[config.mk]
export PLATFORM = sky130hd
export DESIGN_NAME = ivc_queue
export DESIGN_NICKNAME = d
export VERILOG_FILES = /design/src/rtl/ivc_pkg.sv /design/src/rtl/ivc_queue.sv
export VERILOG_INCLUDE_DIRS = /design/src /design/src/rtl
export SDC_FILE = /design/constraint.sdc
export NUM_CORES = 1
export LEC_CHECK = 0
export ABC_AREA = 1
export BUFFER_PORTS_ARGS = -buffer_cell sky130_fd_sc_hd__buf_2
export CAP_MARGIN = 25
export CORE_UTILIZATION = 30
export DETAILED_ROUTE_END_ITERATION = 6
export HOLD_SLACK_MARGIN = 0.08
export PLACE_DENSITY_LB_ADDON = 0.25
export SYNTH_ARGS = -nofsm -noshare
export SYNTH_HDL_FRONTEND = slang
export SYNTH_SLANG_ARGS = --single-unit
[constraint.sdc]
create_clock -name i_clk -period 13.3 [get_ports i_clk]
set_input_delay 1.33 -clock i_clk [delete_from_list [all_inputs] [get_ports i_clk]]
set_output_delay 1.33 -clock i_clk [all_outputs]
set_load 0.02 [all_outputs]
[src/rtl/assert_macros.svh]
// ----------------------------------------------------------------------------
// Assertion macros
// Shared concurrent assertion helpers. Define ASSERT_OFF to compile them out.
// ----------------------------------------------------------------------------
`ifndef ASSERT_MACROS_SVH
`define ASSERT_MACROS_SVH

`ifndef ASSERT_OFF

// Property that must hold at every clock edge outside of reset.
`define ASSERT_ALWAYS(lbl, clk, rst_n, expr, msg) \
    lbl: assert property (@(posedge clk) disable iff (!(rst_n)) (expr)) \
        else $error(msg);

// Implication checked in the same cycle outside of reset.
`define ASSERT_IMPLIES(lbl, clk, rst_n, pre, post, msg) \
    lbl: assert property (@(posedge clk) disable iff (!(rst_n)) (pre) |-> (post)) \
        else $error(msg);

`else

`define ASSERT_ALWAYS(lbl, clk, rst_n, expr, msg)
`define ASSERT_IMPLIES(lbl, clk, rst_n, pre, post, msg)

`endif

`endif

[src/rtl/ivc_pkg.sv]
// ----------------------------------------------------------------------------
// ivc_pkg
// Types and fixed constants shared by the window convolution modules.
// ----------------------------------------------------------------------------
package ivc_pkg;

    // Field widths fixed by the register and stream formats.
    localparam int PIX_W      = 8;
    localparam int COEF_DIM   = 5;
    localparam int COEF_W     = 12;
    localparam int COEF_ROW_W = COEF_DIM * COEF_W;
    localparam int KS_W       = 3;
    localparam int FRAME_W    = 11;
    localparam int POS_W      = 10;
    localparam int VALUE_W    = 25;
    localparam int PROD_W     = 21;
    localparam int ROW_SUM_W  = 24;
    localparam int CFG_IDX_W  = 3;
    localparam int CFG_DATA_W = COEF_ROW_W;

    // Request queue between the front and the back.
    localparam int Q_DEPTH = 4;
    localparam int Q_PTR_W = 2;
    localparam int Q_CNT_W = 3;

    // Configuration register indexes.
    typedef enum logic [CFG_IDX_W-1:0] {
        CFG_KERNEL_SIZE,
        CFG_FRAME_WIDTH,
        CFG_FRAME_HEIGHT,
        CFG_COEF_ROW0,
        CFG_COEF_ROW1,
        CFG_COEF_ROW2,
        CFG_COEF_ROW3,
        CFG_COEF_ROW4
    } t_cfg_idx;

    // Window in kernel order: [row][column] of pixels.
    typedef logic [COEF_DIM-1:0][COEF_DIM-1:0][PIX_W-1:0] t_window;

    // Coefficient rows as written through the configuration port.
    typedef logic [COEF_DIM-1:0][COEF_ROW_W-1:0] t_coef_rows;

    // Frame geometry registers as seen by the front.
    typedef struct packed {
        logic [KS_W-1:0]    kernel_size;
        logic [FRAME_W-1:0] frame_width;
        logic [FRAME_W-1:0] frame_height;
    } t_geom;

    // One filter request handed from the front to the back.
    typedef struct packed {
        t_window          win;
        logic [POS_W-1:0] center_row;
        logic [POS_W-1:0] center_col;
        logic             last;
    } t_job;

endpackage

[src/rtl/ivc_queue.sv]
// ----------------------------------------------------------------------------
// ivc_queue
// Short request queue that decouples the front from the arithmetic back.
// ----------------------------------------------------------------------------
`include "assert_macros.svh"

module ivc_queue import ivc_pkg::*; (
    input  logic               i_clk,
    input  logic               i_rst_n,
    input  logic               i_push,
    input  t_job               i_job,
    input  logic               i_pop,
    output logic               o_valid,
    output t_job               o_head,
    output logic [Q_CNT_W-1:0] o_count
);

    t_job               r_mem [Q_DEPTH];
    logic [Q_PTR_W-1:0] r_wptr, r_rptr;
    logic [Q_CNT_W-1:0] r_count;

    // Pointers and fill level.
    always_ff @(posedge i_clk) begin
        if (!i_rst_n) begin
            r_wptr  <= '0;
            r_rptr  <= '0;
            r_count <= '0;
        end else begin
            if (i_push) begin
                r_wptr <= (r_wptr == Q_PTR_W'(Q_DEPTH - 1)) ? '0 : r_wptr + Q_PTR_W'(1);
            end
            if (i_pop) begin
                r_rptr <= (r_rptr == Q_PTR_W'(Q_DEPTH - 1)) ? '0 : r_rptr + Q_PTR_W'(1);
            end
            if (i_push && !i_pop) begin
                r_count <= r_count + Q_CNT_W'(1);
            end else if (i_pop && !i_push) begin
                r_count <= r_count - Q_CNT_W'(1);
            end
        end
    end

    // Request storage.
    always_ff @(posedge i_clk) begin
        if (i_push) begin
            r_mem[r_wptr] <= i_job;
        end
    end

    assign o_valid = (r_count != '0);
    assign o_head  = r_mem[r_rptr];
    assign o_count = r_count;

    `ASSERT_IMPLIES(a_q_no_overflow, i_clk, i_rst_n, i_push, (r_count < Q_CNT_W'(Q_DEPTH)) || i_pop, "request queue overflow")
    `ASSERT_IMPLIES(a_q_no_underflow, i_clk, i_rst_n, i_pop, r_count != '0, "request queue underflow")
    `ASSERT_IMPLIES(a_q_empty_ptrs, i_clk, i_rst_n, r_count == '0, r_wptr == r_rptr, "empty queue with split pointers")

endmodule

---- Yosys cells after proc, flatten, opt, wreduce, memory -nomap -nowiden ----
Memory sizes are Yosys's and may differ from the RTL's. A register that Yosys moved wholly into a read port is not among the register bits.
Index checks and enable logic that the tools add are counted.
storage, ports and cells
  output and inout bits ................... 225
  memory bits (writable) .................. 884
  input bits .............................. 225
  register bits ........................... 7
  memories kept ........................... 1
  logic and storage cells ................. 24
cells by class
  equal/unequal tests ..................... 2
  mux-type cells .......................... 8
  reductions and logical operators ........ 6
  $add $sub $neg .......................... 4
memories
  memory  words  width  read ports  clocked after memory_dff  write ports  RTL line         text
  r_mem   4      221    1           1                         1            ivc_queue.sv:18  t_job r_mem [Q_DEPTH];
operators with widths
  kind                                              count
  two-way mux 2 bit                                 4
  two-way mux 3 bit                                 2
  adder 2 x 1 -> 2 bit, second input constant       2
  equality test 2 bit, second input constant        2
  adder 3 x 1 -> 3 bit, second input constant       1
  nonzero test 3 bit                                1
  subtractor 3 x 1 -> 3 bit, second input constant  1
  logical AND 1 bit                                 2
  logical NOT 1 bit                                 2
  two-way mux 1 bit                                 2
  nonzero test 2 bit                                1

---- Longest topological paths before layout ----
Gate-level depths: netlist of the first run.
  depth in word-level cells ............... 4
  depth in mapped cells ................... 10
  depth with buffers taken out ............ 10

---- Least setup slack after synthesis of the first run ----
Ideal clock, no wire load.
  path kind ............................... input port to flip-flop
  start ................................... input i_push
  end ..................................... memory r_mem[3][0] (netlist bit), enable pin
  data required time ...................... 12.728 ns
  path slack .............................. 7.119 ns
  setup time .............................. 0.572 ns
  stages on the path ...................... 2
  arrival time ............................ 5.609 ns
  path through ............................ nand2_1 > inv_1
on the way
  longest elaborated chain between the ends .. 2
RTL lines
  item                                     RTL line         text
  from (decl)                              ivc_queue.sv:10  input logic i_push,
  two-way mux 1 bit                        ivc_queue.sv:45  if (i_push) begin
  two-way mux 1 bit (not written as such)  ivc_queue.sv:46  r_mem[r_wptr] <= i_job;
  to (decl)                                ivc_queue.sv:18
Every way passes these cells.

==> results by group, run 1 <==
Floorplan
  • IO Pins: 450
  • Die height: 334 um
  • Rows: 121
  • Die X: 334 um
  • Core area: 0.109 sq mm
  • Starting Density: 0.303
  • Die Area: 0.111 sq mm

CTS
  • Clk sinks: 893
  • Clock latency at the later pin of the worst-skew pair: 670 ps
  • Postcts setup bufs: 0
  • # hold bufs at CTS: 0
  • PostCTS Resize Cnt: 0
  • CTS H-tree lvls: 3
  • CTS buffer count: 96
  • Clock Tree Buf Depth: 3
  • Clk pin slew, worst setup/hold paths: 60 ps
  • CTS tree: yes
  • Clock root buffer: clkbuf_16

Yosys
  • Netlist Area Pre-Place: 0.0330 sq mm
  • Ys flop type: edfxtp_1
  • Synth top area cells: edfxtp_1 80%, o21ai_0 5.3%, nor2_1 5.1%, o22ai_1 4.2%, o21ai_1 1.5%
  • Share of the synthesized area in the top cell type: 0.803
  • Mux share of post-synthesis cell area: 0
  • Library cells used by synthesis: 22
  • Ys async rst share: 0
  • Average size of a mapped cell: 15.1 sq um
  • Top cells by count, synth: 884 x edfxtp_1, 451 x nor2_1, 349 x o21ai_0
  • Post-Synth XOR/XNOR Area: 0.000265
  • Sequential area share after synthesis: 0.809
  • Synth Register Bits: 893
  • Most numerous cell in the Yosys netlist: edfxtp_1
  • Largest family of logic cells by synthesized area: compound AO/OA/AOI/OAI gates
  • Syn_nets: 2427
  • Post-synthesis simple-gate area fraction: 0.0529
  • Post-Syn Instances: 2195
  • Post-synthesis adder-cell area fraction: 0.00288
  • Cell taking the most area after synthesis: edfxtp_1
  • Compound-Gate Fraction of Synth Area: 0.110
  • Post-synth EDFFs: 884
  • Synth warn: 0

Setup path
  • CP endpoint kind: output pin
  • CP Max Fanout: 184
  • CP startpoint kind: register
  • Critical Path AT: 4340 ps
  • WS Path Type: reg2out
  • Critical Path RT: 11970 ps

Power and ir drop
  • VDD IR max: 113 uV
  • Final Power: 6.55 mW
  • Pwr dens: 165 mW/mm^2
  • P_leak: 13.6 nW

Layout
  • Area of the multi-input gates: 0.00548 sq mm
  • Nets: 2852
  • Filler Cell Count: 10341
  • Reg area: 0.0267 sq mm
  • Synth-to-layout area growth: 20.2%
  • Share of cells above drive strength 1: 0.231
  • Non-Filler Instances: 4125

Detailed routing
  • Drt total wl: 83000 um
  • Vias per std cell: 4.81
  • DRT iter0 DRCs: 1160
  • Vias: 19830
  • Wirelength per Cell: 20.1 um
  • First-pass detailed-route iteration total: 5
  • ANT nets after route: 0
  • DR DRC count: 0

Global routing
  • GRT Util Overall: 0.145
  • First-pass GRT wire length: 123000 um
  • Pin count of the biggest net entering global routing: 185
  • Antenna violations before repair: 26
  • Number of global-route vias before repair: 19611
  • Grt total ovfl: 0

STA
  • Final Setup Violations: 0
  • Max-slew violation count: 0
  • Fin crit period: 5670 ps
  • Max Clock Freq: 176 MHz
  • RSZ-0062 raised after global routing: false
  • Final period util: 0.426
  • Setup TNS: 0 ps
  • Hold WS: 531 ps
  • Count of final hold-check violations: 0
  • Max-slew headroom: 0.294
  • Slew at the pin closest to its max-slew limit: 1060 ps
  • Clk_skew: 24.5 ps

Place
  • Global placer's final weighted congestion: 0.768
  • Placed Instances: 3934
  • Port buffer count: 449
  • Hpwl dp: 46200 um

Run
  • Max Cap Violations: 0

Hold path
  • Hold/Removal Path Class: reg2reg

Outcome
  • Status: finished, final reports clean
layout make-up:
class,instances,share of cell area
flip-flops and latches,893,0.673
multi-input cells,1141,0.138
clock buffers,116,0.0645
repair buffers,472,0.0623
well taps,1414,0.0446
clock inverters,62,0.0141
inverters,16,0.00271
diodes,11,0.000693
critical path, cell delays in order (launching register included):
cell	delay, ps
dfxtp_4	1010
clkinv_8	790
buf_4	640
buf_4	310
buf_16	210
o21ai_0	230
o22ai_1	100
buf_2	180
per-stage QoR:
| stage | setup slack (ps) | util | instance area, sq um |
|---|---|---|---|
| floorplan | 7120 | - | 33000 |
| detailed placement | 8060 | 0.335 | 36500 |
| CTS | 7320 | 0.364 | 39600 |
| finish | 7630 | 0.364 | 39700 |
| global placement | 8140 | 0.335 | 36500 |
| global route | 7270 | 0.364 | 39700 |
kinds of logic after synthesis:
family / after synthesis
buffers and inverters: 161
and+or+nand+nor: 464
adders and majority gates: 7
xor gates and xnor gates: 1
DFF: 893
AOI/OAI and AO/OA: 669
routing by layer:
metal,global-route usage,vias to the layer above,share of wire,routed length [um]
li1,-,9212,-,-
met1,0.174,9935,0.41,33900
met2,0.243,503,0.50,41200
met3,0.0445,154,0.067,5580
met4,0.0524,26,0.026,2160
met5,0,-,0.0020,168
sequential cells by signal, summed over array words and instances, names as in the netlist, named ones only:
name	flops
r_mem	884
o_count	3
r_wptr	2
r_rptr	2
placed cells by master, fill, tap and decap left out, types with 2 or more instances in the layout:
| master | instances |
|---|---|
| clkbuf_16 | 100 |
| clkinvlp_4 | 6 |
| inv_8 | 5 |
| buf_4 | 20 |
| buf_2 | 449 |
| nand2_1 | 9 |
| nor3_1 | 2 |
| bufinv_16 | 8 |
| inv_6 | 5 |
| nor2_1 | 451 |
| clkinv_2 | 19 |
| buf_16 | 2 |
| a21oi_1 | 3 |
| clkinv_1 | 17 |
| clkbuf_1 | 16 |
| o21ai_1 | 96 |
| clkinv_4 | 6 |
| o21ai_0 | 349 |
| ha_1 | 6 |
| inv_1 | 10 |
| edfxtp_1 | 884 |
| dfxtp_1 | 7 |
| clkinv_8 | 2 |
| dfxtp_4 | 2 |
| o22ai_1 | 221 |
| diode_2 | 11 |
report_power, final:
part | switching (mW) | internal (mW) | total [mW]
sequential | 0.0349 | 3.22 | 3.26
combinational | 0.487 | 0.185 | 0.671
clock | 1.09 | 1.53 | 2.62
final timing paths:
check        depth (start not counted)  slack, ps           end  startpoint
max                                  7       7630   o_head[100]    register
min reg2reg                          2        530      register   r_rptr[0]
max reg2reg                          6       9710  r_mem[1][86]   r_wptr[1]
min                                  2        530      register   r_rptr[0]
(Power assumes the default switching activity.)
==> inputs of run 2 (changes only) <==
==> constraint.sdc (replaced) <==
create_clock -name i_clk -period 5 [get_ports i_clk]
set_input_delay 0.5 -clock i_clk [delete_from_list [all_inputs] [get_ports i_clk]]
set_output_delay 0.5 -clock i_clk [all_outputs]
set_load 0.02 [all_outputs]
==> run 2 against run 1 <==
  * Flip-flop and latch count unchanged
  * Global-route usage is 0.43 points higher
  * Critical path type unchanged
  * Largest power group unchanged
  * Sequential share of layout area is 3.6 points lower
  * Register-to-register slack got worse by 7200 ps
  * Clock skew increased by 2.8 ps
  * Utilization increased by 2.0 points
  * Final cell count is 5.3% higher
  * Worst setup slack got worse by 6200 ps
  * Non-clock buffer count increased by 228
  * Die area is the same
==> results by group, run 2 (same netlist as run 1, synthesis figures left out) <==
Outcome
  • Status: finished, final reports clean (unchanged)

Setup path
  • Max stage delay on crit path: 810 ps (was 1010 ps)
  • Worst R2R End: r_mem[2][195] (was r_mem[1][86])
  • CP endpoint kind: output pin (unchanged)
  • CP startpoint kind: register (unchanged)
  • R2r setup slk: 2470 ps (was 9710 ps)
  • Cell Chain, Critical Path: buf_4 > o21ai_0 > o22ai_1 > buf_2 (was clkinv_8 > buf_4 > buf_4 > buf_16 > o21ai_0 > o22ai_1 > buf_2)
  • Critical Path End: o_head[68] (was o_head[100])
  • Critical Path AT: 3060 ps (was 4340 ps)
  • Depth of the most critical reg-to-reg path: 5 (was 6)
  • Crit path max-delay cell type: buf_4 (was dfxtp_4)
  • CP Max Fanout: 74 (was 184)
  • Critical Path RT: 4500 ps (was 11970 ps)
  • Reg-to-reg startpoint: r_wptr[0] (was r_wptr[1])
  • WS Path Type: reg2out (unchanged)

Layout
  • Filler Cell Count: 10223 (was 10341)
  • Highest-count cells in the layout ignoring fill and taps: 884 x edfxtp_1, 451 x nor2_1, 449 x buf_2 (unchanged)
  • Layout Utilization: 0.385 (was 0.364)
  • Max reg flops: 884 (unchanged)
  • Synth-to-layout area growth: 26.9% (was 20.2%)
  • Nets: 3080 (was 2852)
  • Share of cells above drive strength 1: 0.211 (was 0.231)
  • Reg with most FFs: r_mem (unchanged)
  • Commonest non-fill, non-tap cell in the layout: edfxtp_1 (unchanged)

Power and ir drop
  • Pwr dens: 415 mW/mm^2 (was 165 mW/mm^2)
  • Combinational Power Share: 0.114 (was 0.103)
  • Switching Fraction: 0.248 (was 0.246)
  • Clock network power share: 0.388 (was 0.400)
  • Sw Pwr: 4.31 mW (was 1.61 mW)
  • Internal Power: 13.1 mW (was 4.94 mW)
  • P_leak: 14.5 nW (was 13.6 nW)
  • Sequential share of power: 0.498 (was 0.497)
  • VDD IR max: 287 uV (was 113 uV)

CTS
  • CTS H-tree lvls: 3 (unchanged)
  • Postcts setup bufs: 0 (unchanged)
  • Clk sinks: 893 (unchanged)
  • Clock root buffer: clkbuf_16 (unchanged)
  • Clk pin slew, worst setup/hold paths: 60 ps (about the same)
  • CTS tree: yes (unchanged)
  • CTS buffer count: 96 (unchanged)
  • Clock Tree Buf Depth: 3 (unchanged)
  • Clock latency at the later pin of the worst-skew pair: 670 ps (about the same)

Global routing
  • Antenna violations before repair: 6 (was 26)
  • First-pass GRT wire length: 127000 um (was 123000 um)
  • Grt total ovfl: 0 (unchanged)
  • GRT Util Overall: 0.149 (was 0.145)
  • Number of global-route vias before repair: 21026 (was 19611)
  • Pin count of the biggest net entering global routing: 136 (was 185)

Floorplan
  • Core area: 0.109 sq mm (unchanged)
  • Die height: 334 um (unchanged)
  • Die X: 334 um (unchanged)
  • Starting Density: 0.303 (unchanged)
  • Die Area: 0.111 sq mm (unchanged)
  • IO Pins: 450 (unchanged)
  • Rows: 121 (unchanged)

Detailed routing
  • Wirelength per Cell: 19.7 um (was 20.1 um)
  • Vias: 20829 (was 19830)
  • Drt total wl: 85600 um (was 83000 um)
  • Vias per std cell: 4.80 (was 4.81)
  • DR DRC count: 0 (unchanged)
  • DRT iter0 DRCs: 1221 (was 1160)
  • First-pass detailed-route iteration total: 5 (unchanged)
  • ANT nets after route: 0 (unchanged)

Place
  • Hpwl dp: 47700 um (was 46200 um)
  • Global placer's final weighted congestion: 0.769 (was 0.768)
  • Port buffer count: 449 (unchanged)

STA
  • Max-slew violation count: 0 (unchanged)
  • Final period util: 0.713
  • Clk_skew: 27.3 ps (was 24.5 ps)
  • Max Clock Freq: 281 MHz
  • RSZ-0062 raised after global routing: false (unchanged)
  • Final Setup Violations: 0 (unchanged)
  • Max-slew headroom: 0.332 (was 0.294)
  • Fin crit period: 3560 ps
  • Slew at the pin closest to its max-slew limit: 1000 ps (was 1060 ps)
  • Setup TNS: 0 ps (unchanged)
  • Count of final hold-check violations: 0 (unchanged)

Hold path
  • Hold/Removal Path Class: in2reg (was reg2reg)

Run
  • Max Cap Violations: 0 (unchanged)
==> run 2: metrics by stage <==
step | hold WS [ps] | std cells | cell area (sq um) | power [mW] | worst slack [ps]
after floorplan | 490 | 2195 | 33100 | 9.89 | 599
after global placement | 502 | 3942 | 36700 | 10.6 | 2090
after detailed placement | 541 | 3942 | 36700 | 10.7 | 2060
after CTS | 136 | 4339 | 41900 | 17.6 | 1320
after global routing | 193 | 4341 | 41900 | 18.0 | 1180
final | 201 | 4343 | 41900 | 17.4 | 1440
==> run 2: how the worst min path moves through the flow <==
stage | from | to | slack [ps] | cells past startpoint
2_1_floorplan | r_wptr[1] | r_wptr[1] | 490 | 2
3_3_place_gp | r_wptr[1] | r_wptr[1] | 500 | 2
3_5_place_dp | r_wptr[1] | r_wptr[1] | 540 | 2
4_1_cts | i_push | r_wptr[1] | 140 | 3
5_1_grt | i_push | r_wptr[1] | 190 | 3
6_report | i_pop | r_rptr[1] | 200 | 4
==> run 2: timing repair <==
item	CTS	global route
endpoints found under the hold margin	887	0
gates resized for setup	0	0
hold buffers	222	0
==> run 2: power groups by stage <==
stage                     logic, mW  registers [mW]  clock network [mW]
final                          1.98            8.65                6.75
after CTS                      2.01            8.65                6.96
after floorplan                1.07            8.82                   0
after detailed placement       1.86            8.81                   0
after global routing           2.14            8.67                7.22
after global placement         1.83            8.80                   0
==> run 2: per-layer routing <==
metal / GRT usage / vias to the layer above / share of wire
met1: 0.181 / 10501 / 0.41
met2: 0.261 / 520 / 0.51
li1: - / 9665 / -
met5: 0 / - / 0.00046
met4: 0.0492 / 6 / 0.022
met3: 0.0324 / 137 / 0.058
==> run 2: final cells by class <==
cell class              count  area (sq um)  share of cell area
flip-flops and latches    893         26700               0.638
inverters                  16          92.6             0.00221
clock inverters            61           488              0.0116
repair buffers            700          4850               0.116
well taps                1414          1770              0.0422
clock buffers             114          2510              0.0599
multi-input cells        1141          5480               0.131
diodes                      4          10.0            0.000239
==> run 2: worst max-delay path, delay by kind of cell (launching register included) <==
| family | cells | cell delay, ps |
|---|---|---|
| buffers and inverters | 2 | 1020 |
| flip-flops | 1 | 760 |
| AO/OA/AOI/OAI | 2 | 520 |
==> inputs of run 3 (changes only) <==
--- a/config.mk
+++ b/config.mk
@@ -6,7 +6,7 @@
 export SDC_FILE = /design/constraint.sdc
 export NUM_CORES = 1
 export LEC_CHECK = 0
-export ABC_AREA = 1
+export ABC_AREA = 0
 export BUFFER_PORTS_ARGS = -buffer_cell sky130_fd_sc_hd__buf_2
 export CAP_MARGIN = 25
 export CORE_UTILIZATION = 30
==> constraint.sdc (replaced) <==
create_clock -name i_clk -period 2.88 [get_ports i_clk]
set_input_delay 0.288 -clock i_clk [delete_from_list [all_inputs] [get_ports i_clk]]
set_output_delay 0.288 -clock i_clk [all_outputs]
set_load 0.02 [all_outputs]
==> run 3 against run 2 <==
  * Non-clock buffer count rose by 36
  * Combinational power is 57% higher
  * Critical path type unchanged
  * Largest power group unchanged
  * Design area rose by 0.27%
  * Highest routed layer unchanged
  * Utilization is 0.70 points higher
  * Register-to-register slack got worse by 1400 ps
==> results by group, run 3 <==
STA
  • Max-slew violation count: 0 (unchanged)
  • Fin crit period: 2720 ps
  • RSZ-0062 raised after global routing: false (unchanged)
  • Clk_skew: 16.7 ps (was 27.3 ps)
  • Max-slew headroom: 0.624 (was 0.332)
  • Final period util: 0.946
  • Max Clock Freq: 367 MHz
  • Count of final hold-check violations: 0 (unchanged)
  • Final Setup Violations: 0 (unchanged)
  • Slew at the pin closest to its max-slew limit: 565 ps (was 1000 ps)
  • Setup TNS: 0 ps (unchanged)

Detailed routing
  • ANT nets after route: 0 (unchanged)
  • Uppermost layer routed: met5 (unchanged)
  • DRT iter0 DRCs: 705 (was 1221)
  • Metal-1 WL: 30200 um (was 35200 um)
  • Vias: 15530 (was 20829)
  • Wirelength per Cell: 20.6 um (was 19.7 um)
  • First-pass detailed-route iteration total: 4 (was 5)
  • WL met2: 34900 um (was 43500 um)
  • Drt total wl: 71500 um (was 85600 um)
  • Vias per std cell: 4.48 (was 4.80)
  • DR DRC count: 0 (unchanged)
  • Wire length on met3: 4560 um (was 5010 um)

Setup path
  • Critical Path RT: 2590 ps (was 4500 ps)
  • Cell mode on critical path: buf_12
  • Max stage delay on crit path: 580 ps (was 810 ps)
  • Crit path max-delay cell type: mux4_2 (was buf_4)
  • Critical Path AT: 2440 ps (was 3060 ps)
  • Top delay family on crit path: buffers and inverters (unchanged)
  • CP bufs+invs: 3 (was 2)
  • Cell Chain, Critical Path: buf_12 > buf_12 > mux4_2 > buf_2 (was buf_4 > o21ai_0 > o22ai_1 > buf_2)
  • CP Max Fanout: 26 (was 74)
  • WS Path Type: reg2out (unchanged)
  • CP startpoint kind: register (unchanged)
  • CP endpoint kind: output pin (unchanged)

Yosys
  • Post-Syn Instances: 1198 (was 2195)
  • Ys flop type: edfxtp_1 (unchanged)
  • Synth Register Bits: 893 (unchanged)
  • Post-Synth XOR/XNOR Area: 0.000538 (was 0.000265)
  • Largest family of logic cells by synthesized area: multiplexers (was compound AO/OA/AOI/OAI gates)
  • Library cells used by synthesis: 22 (unchanged)
  • Compound-Gate Fraction of Synth Area: 0.000615 (was 0.110)
  • Post-synth EDFFs: 884 (unchanged)
  • Mux share of post-synthesis cell area: 0.154 (was 0)
  • Syn_nets: 1430 (was 2427)
  • Post-synthesis adder-cell area fraction: 0.00292 (was 0.00288)
  • Top cells by count, synth: 884 x edfxtp_1, 221 x mux4_2, 21 x buf_12, 21 x buf_2, 9 x dfxtp_1 (was 884 x edfxtp_1, 451 x nor2_1, 349 x o21ai_0)
  • Sequential area share after synthesis: 0.821 (was 0.809)
  • Cell taking the most area after synthesis: edfxtp_1 (unchanged)
  • Average size of a mapped cell: 27.2 sq um (was 15.1 sq um)
  • Synth warn: 0 (unchanged)
  • Ys async rst share: 0 (unchanged)
  • Share of the synthesized area in the top cell type: 0.816 (was 0.803)
  • Synth top area cells: edfxtp_1 82%, mux4_2 15%, buf_12 1.3%, dfxtp_1 0.55%, buf_2 0.32% (was edfxtp_1 80%, o21ai_0 5.3%, nor2_1 5.1%, o22ai_1 4.2%, o21ai_1 1.5%)
  • Netlist Area Pre-Place: 0.0325 sq mm (was 0.0330 sq mm)
  • Most numerous cell in the Yosys netlist: edfxtp_1 (unchanged)
  • Post-synthesis simple-gate area fraction: 0.00258 (was 0.0529)

Layout
  • Non-Filler Instances: 3464 (was 4343)
  • Share of cells above drive strength 1: 0.424 (was 0.211)
  • Nets: 2215 (was 3080)
  • Filler Cell Count: 9637 (was 10223)
  • Highest-count cells in the layout ignoring fill and taps: 884 x edfxtp_1, 449 x buf_2, 225 x dlygate4sd3_1 (was 884 x edfxtp_1, 451 x nor2_1, 449 x buf_2)
  • Synth-to-layout area growth: 29.2% (was 26.9%)
  • Commonest non-fill, non-tap cell in the layout: edfxtp_1 (unchanged)
  • Max reg flops: 884 (unchanged)
  • Reg with most FFs: r_mem (unchanged)

Power and ir drop
  • Combinational Power Share: 0.104 (was 0.114)
  • P_leak: 14.1 nW (was 14.5 nW)
  • Pwr dens: 711 mW/mm^2 (was 415 mW/mm^2)
  • Internal Power: 23.0 mW (was 13.1 mW)
  • Sw Pwr: 6.92 mW (was 4.31 mW)
  • Clock network power share: 0.393 (was 0.388)
  • Sequential share of power: 0.503 (was 0.498)
  • VDD IR max: 493 uV (was 287 uV)
  • Switching Fraction: 0.232 (was 0.248)

Global routing
  • First-pass GRT wire length: 109000 um (was 127000 um)
  • GRT Util Overall: 0.131 (was 0.149)
  • Number of global-route vias before repair: 17272 (was 21026)
  • Antenna violations before repair: 5 (was 6)
  • Pin count of the biggest net entering global routing: 72 (was 136)
  • Grt total ovfl: 0 (unchanged)

CTS
  • Postcts setup bufs: 0 (unchanged)
  • CTS H-tree lvls: 3 (unchanged)
  • Clk sinks: 893 (unchanged)
  • CTS tree: yes (unchanged)
  • Clk pin slew, worst setup/hold paths: 60 ps (about the same)
  • CTS buffer count: 97 (was 96)
  • Clock root buffer: clkbuf_16 (unchanged)
  • Clock latency at the later pin of the worst-skew pair: 680 ps (was 670 ps)
  • Clock Tree Buf Depth: 3 (unchanged)

Run
  • Max Cap Violations: 0 (unchanged)

Floorplan
  • Die Area: 0.110 sq mm (was 0.111 sq mm)
  • Core area: 0.107 sq mm (was 0.109 sq mm)
  • Die X: 331 um (was 334 um)
  • Rows: 120 (was 121)
  • IO Pins: 450 (unchanged)
  • Die height: 331 um (was 334 um)
  • Starting Density: 0.303 (about the same)

Place
  • Placed Instances: 3062 (was 3942)
  • Port buffer count: 449 (unchanged)
  • Hpwl dp: 43900 um (was 47700 um)
  • Global placer's final weighted congestion: 0.712 (was 0.769)

Hold path
  • Hold/Removal Path Class: in2reg (unchanged)

Outcome
  • Status: finished, final reports clean (unchanged)
==> run 3: path summary, 6_finish.rpt <==
kind	from	end	slack (ps)	cells past startpoint
worst min-delay path	i_job[96]	r_mem[0][96]	360	2
worst min register to register	r_rptr[1]	register	540	2
worst max-delay path	register	o_head[178]	160	4
worst max register to register	r_wptr[0]	r_mem[1][133]	1030	3
==> run 3: power by group through the flow <==
stage,registers [mW],logic (mW),clock network (mW)
floorplan,15.3,1.77,0
global placement,15.3,2.90,0
detailed placement,15.3,2.93,0
CTS,15.0,3.20,12.1
global route,15.1,3.34,12.6
finish,15.0,3.11,11.7
==> run 3: through the flow <==
step                      hold slack [ps]  setup WS (ps)  instance area, sq um  utilization  power, mW
after floorplan                       387            334                 32600            -       17.1
after global placement                496            837                 36800        0.342       18.2
after detailed placement              505            812                 36800        0.342       18.2
after CTS                             293           59.4                 42000        0.392       30.4
after global routing                  331           26.0                 42000        0.392       31.0
final                                 365            156                 42000        0.392       29.9
==> run 3: kinds of logic after synthesis <==
kind of cell,Yosys count
AOI/OAI and AO/OA,3
xor gates and xnor gates,2
DFF,893
adders and majority gates,7
and+or+nand+nor,14
muxes,225
buffers and inverters,54
==> run 3: cell type report <==
| class | count | area [sq um] | area share |
|---|---|---|---|
| clock buffers | 112 | 2480 | 0.0591 |
| repair buffers | 736 | 5270 | 0.125 |
| flip-flops and latches | 893 | 26700 | 0.636 |
| clock inverters | 62 | 542 | 0.0129 |
| well taps | 1403 | 1760 | 0.0418 |
| diodes | 3 | 7.51 | 0.000179 |
| inverters | 4 | 15.0 | 0.000357 |
| multi-input cells | 251 | 5240 | 0.125 |
==> run 3: worst register-to-register path: cells and delay by family (launching register included) <==
family	cells	cell delay, ps
adder cells (fa/ha/maj)	1	170
flip-flops	1	400
AND/OR/NAND/NOR	1	510
buffers and inverters	1	390
==> run 3: repair_timing <==
action | CTS | global route
endpoints found under the setup margin | 0 | 0
endpoints found under the hold margin | 893 | 0
resized for setup | 0 | 0
hold buffers | 225 | 0
==> run 3: metal layers <==
layer  vias up  global-route usage
met5         -                   0
met4         4              0.0428
met3       116              0.0375
met2       422               0.214
met1      8179               0.167
li1       6809                   -
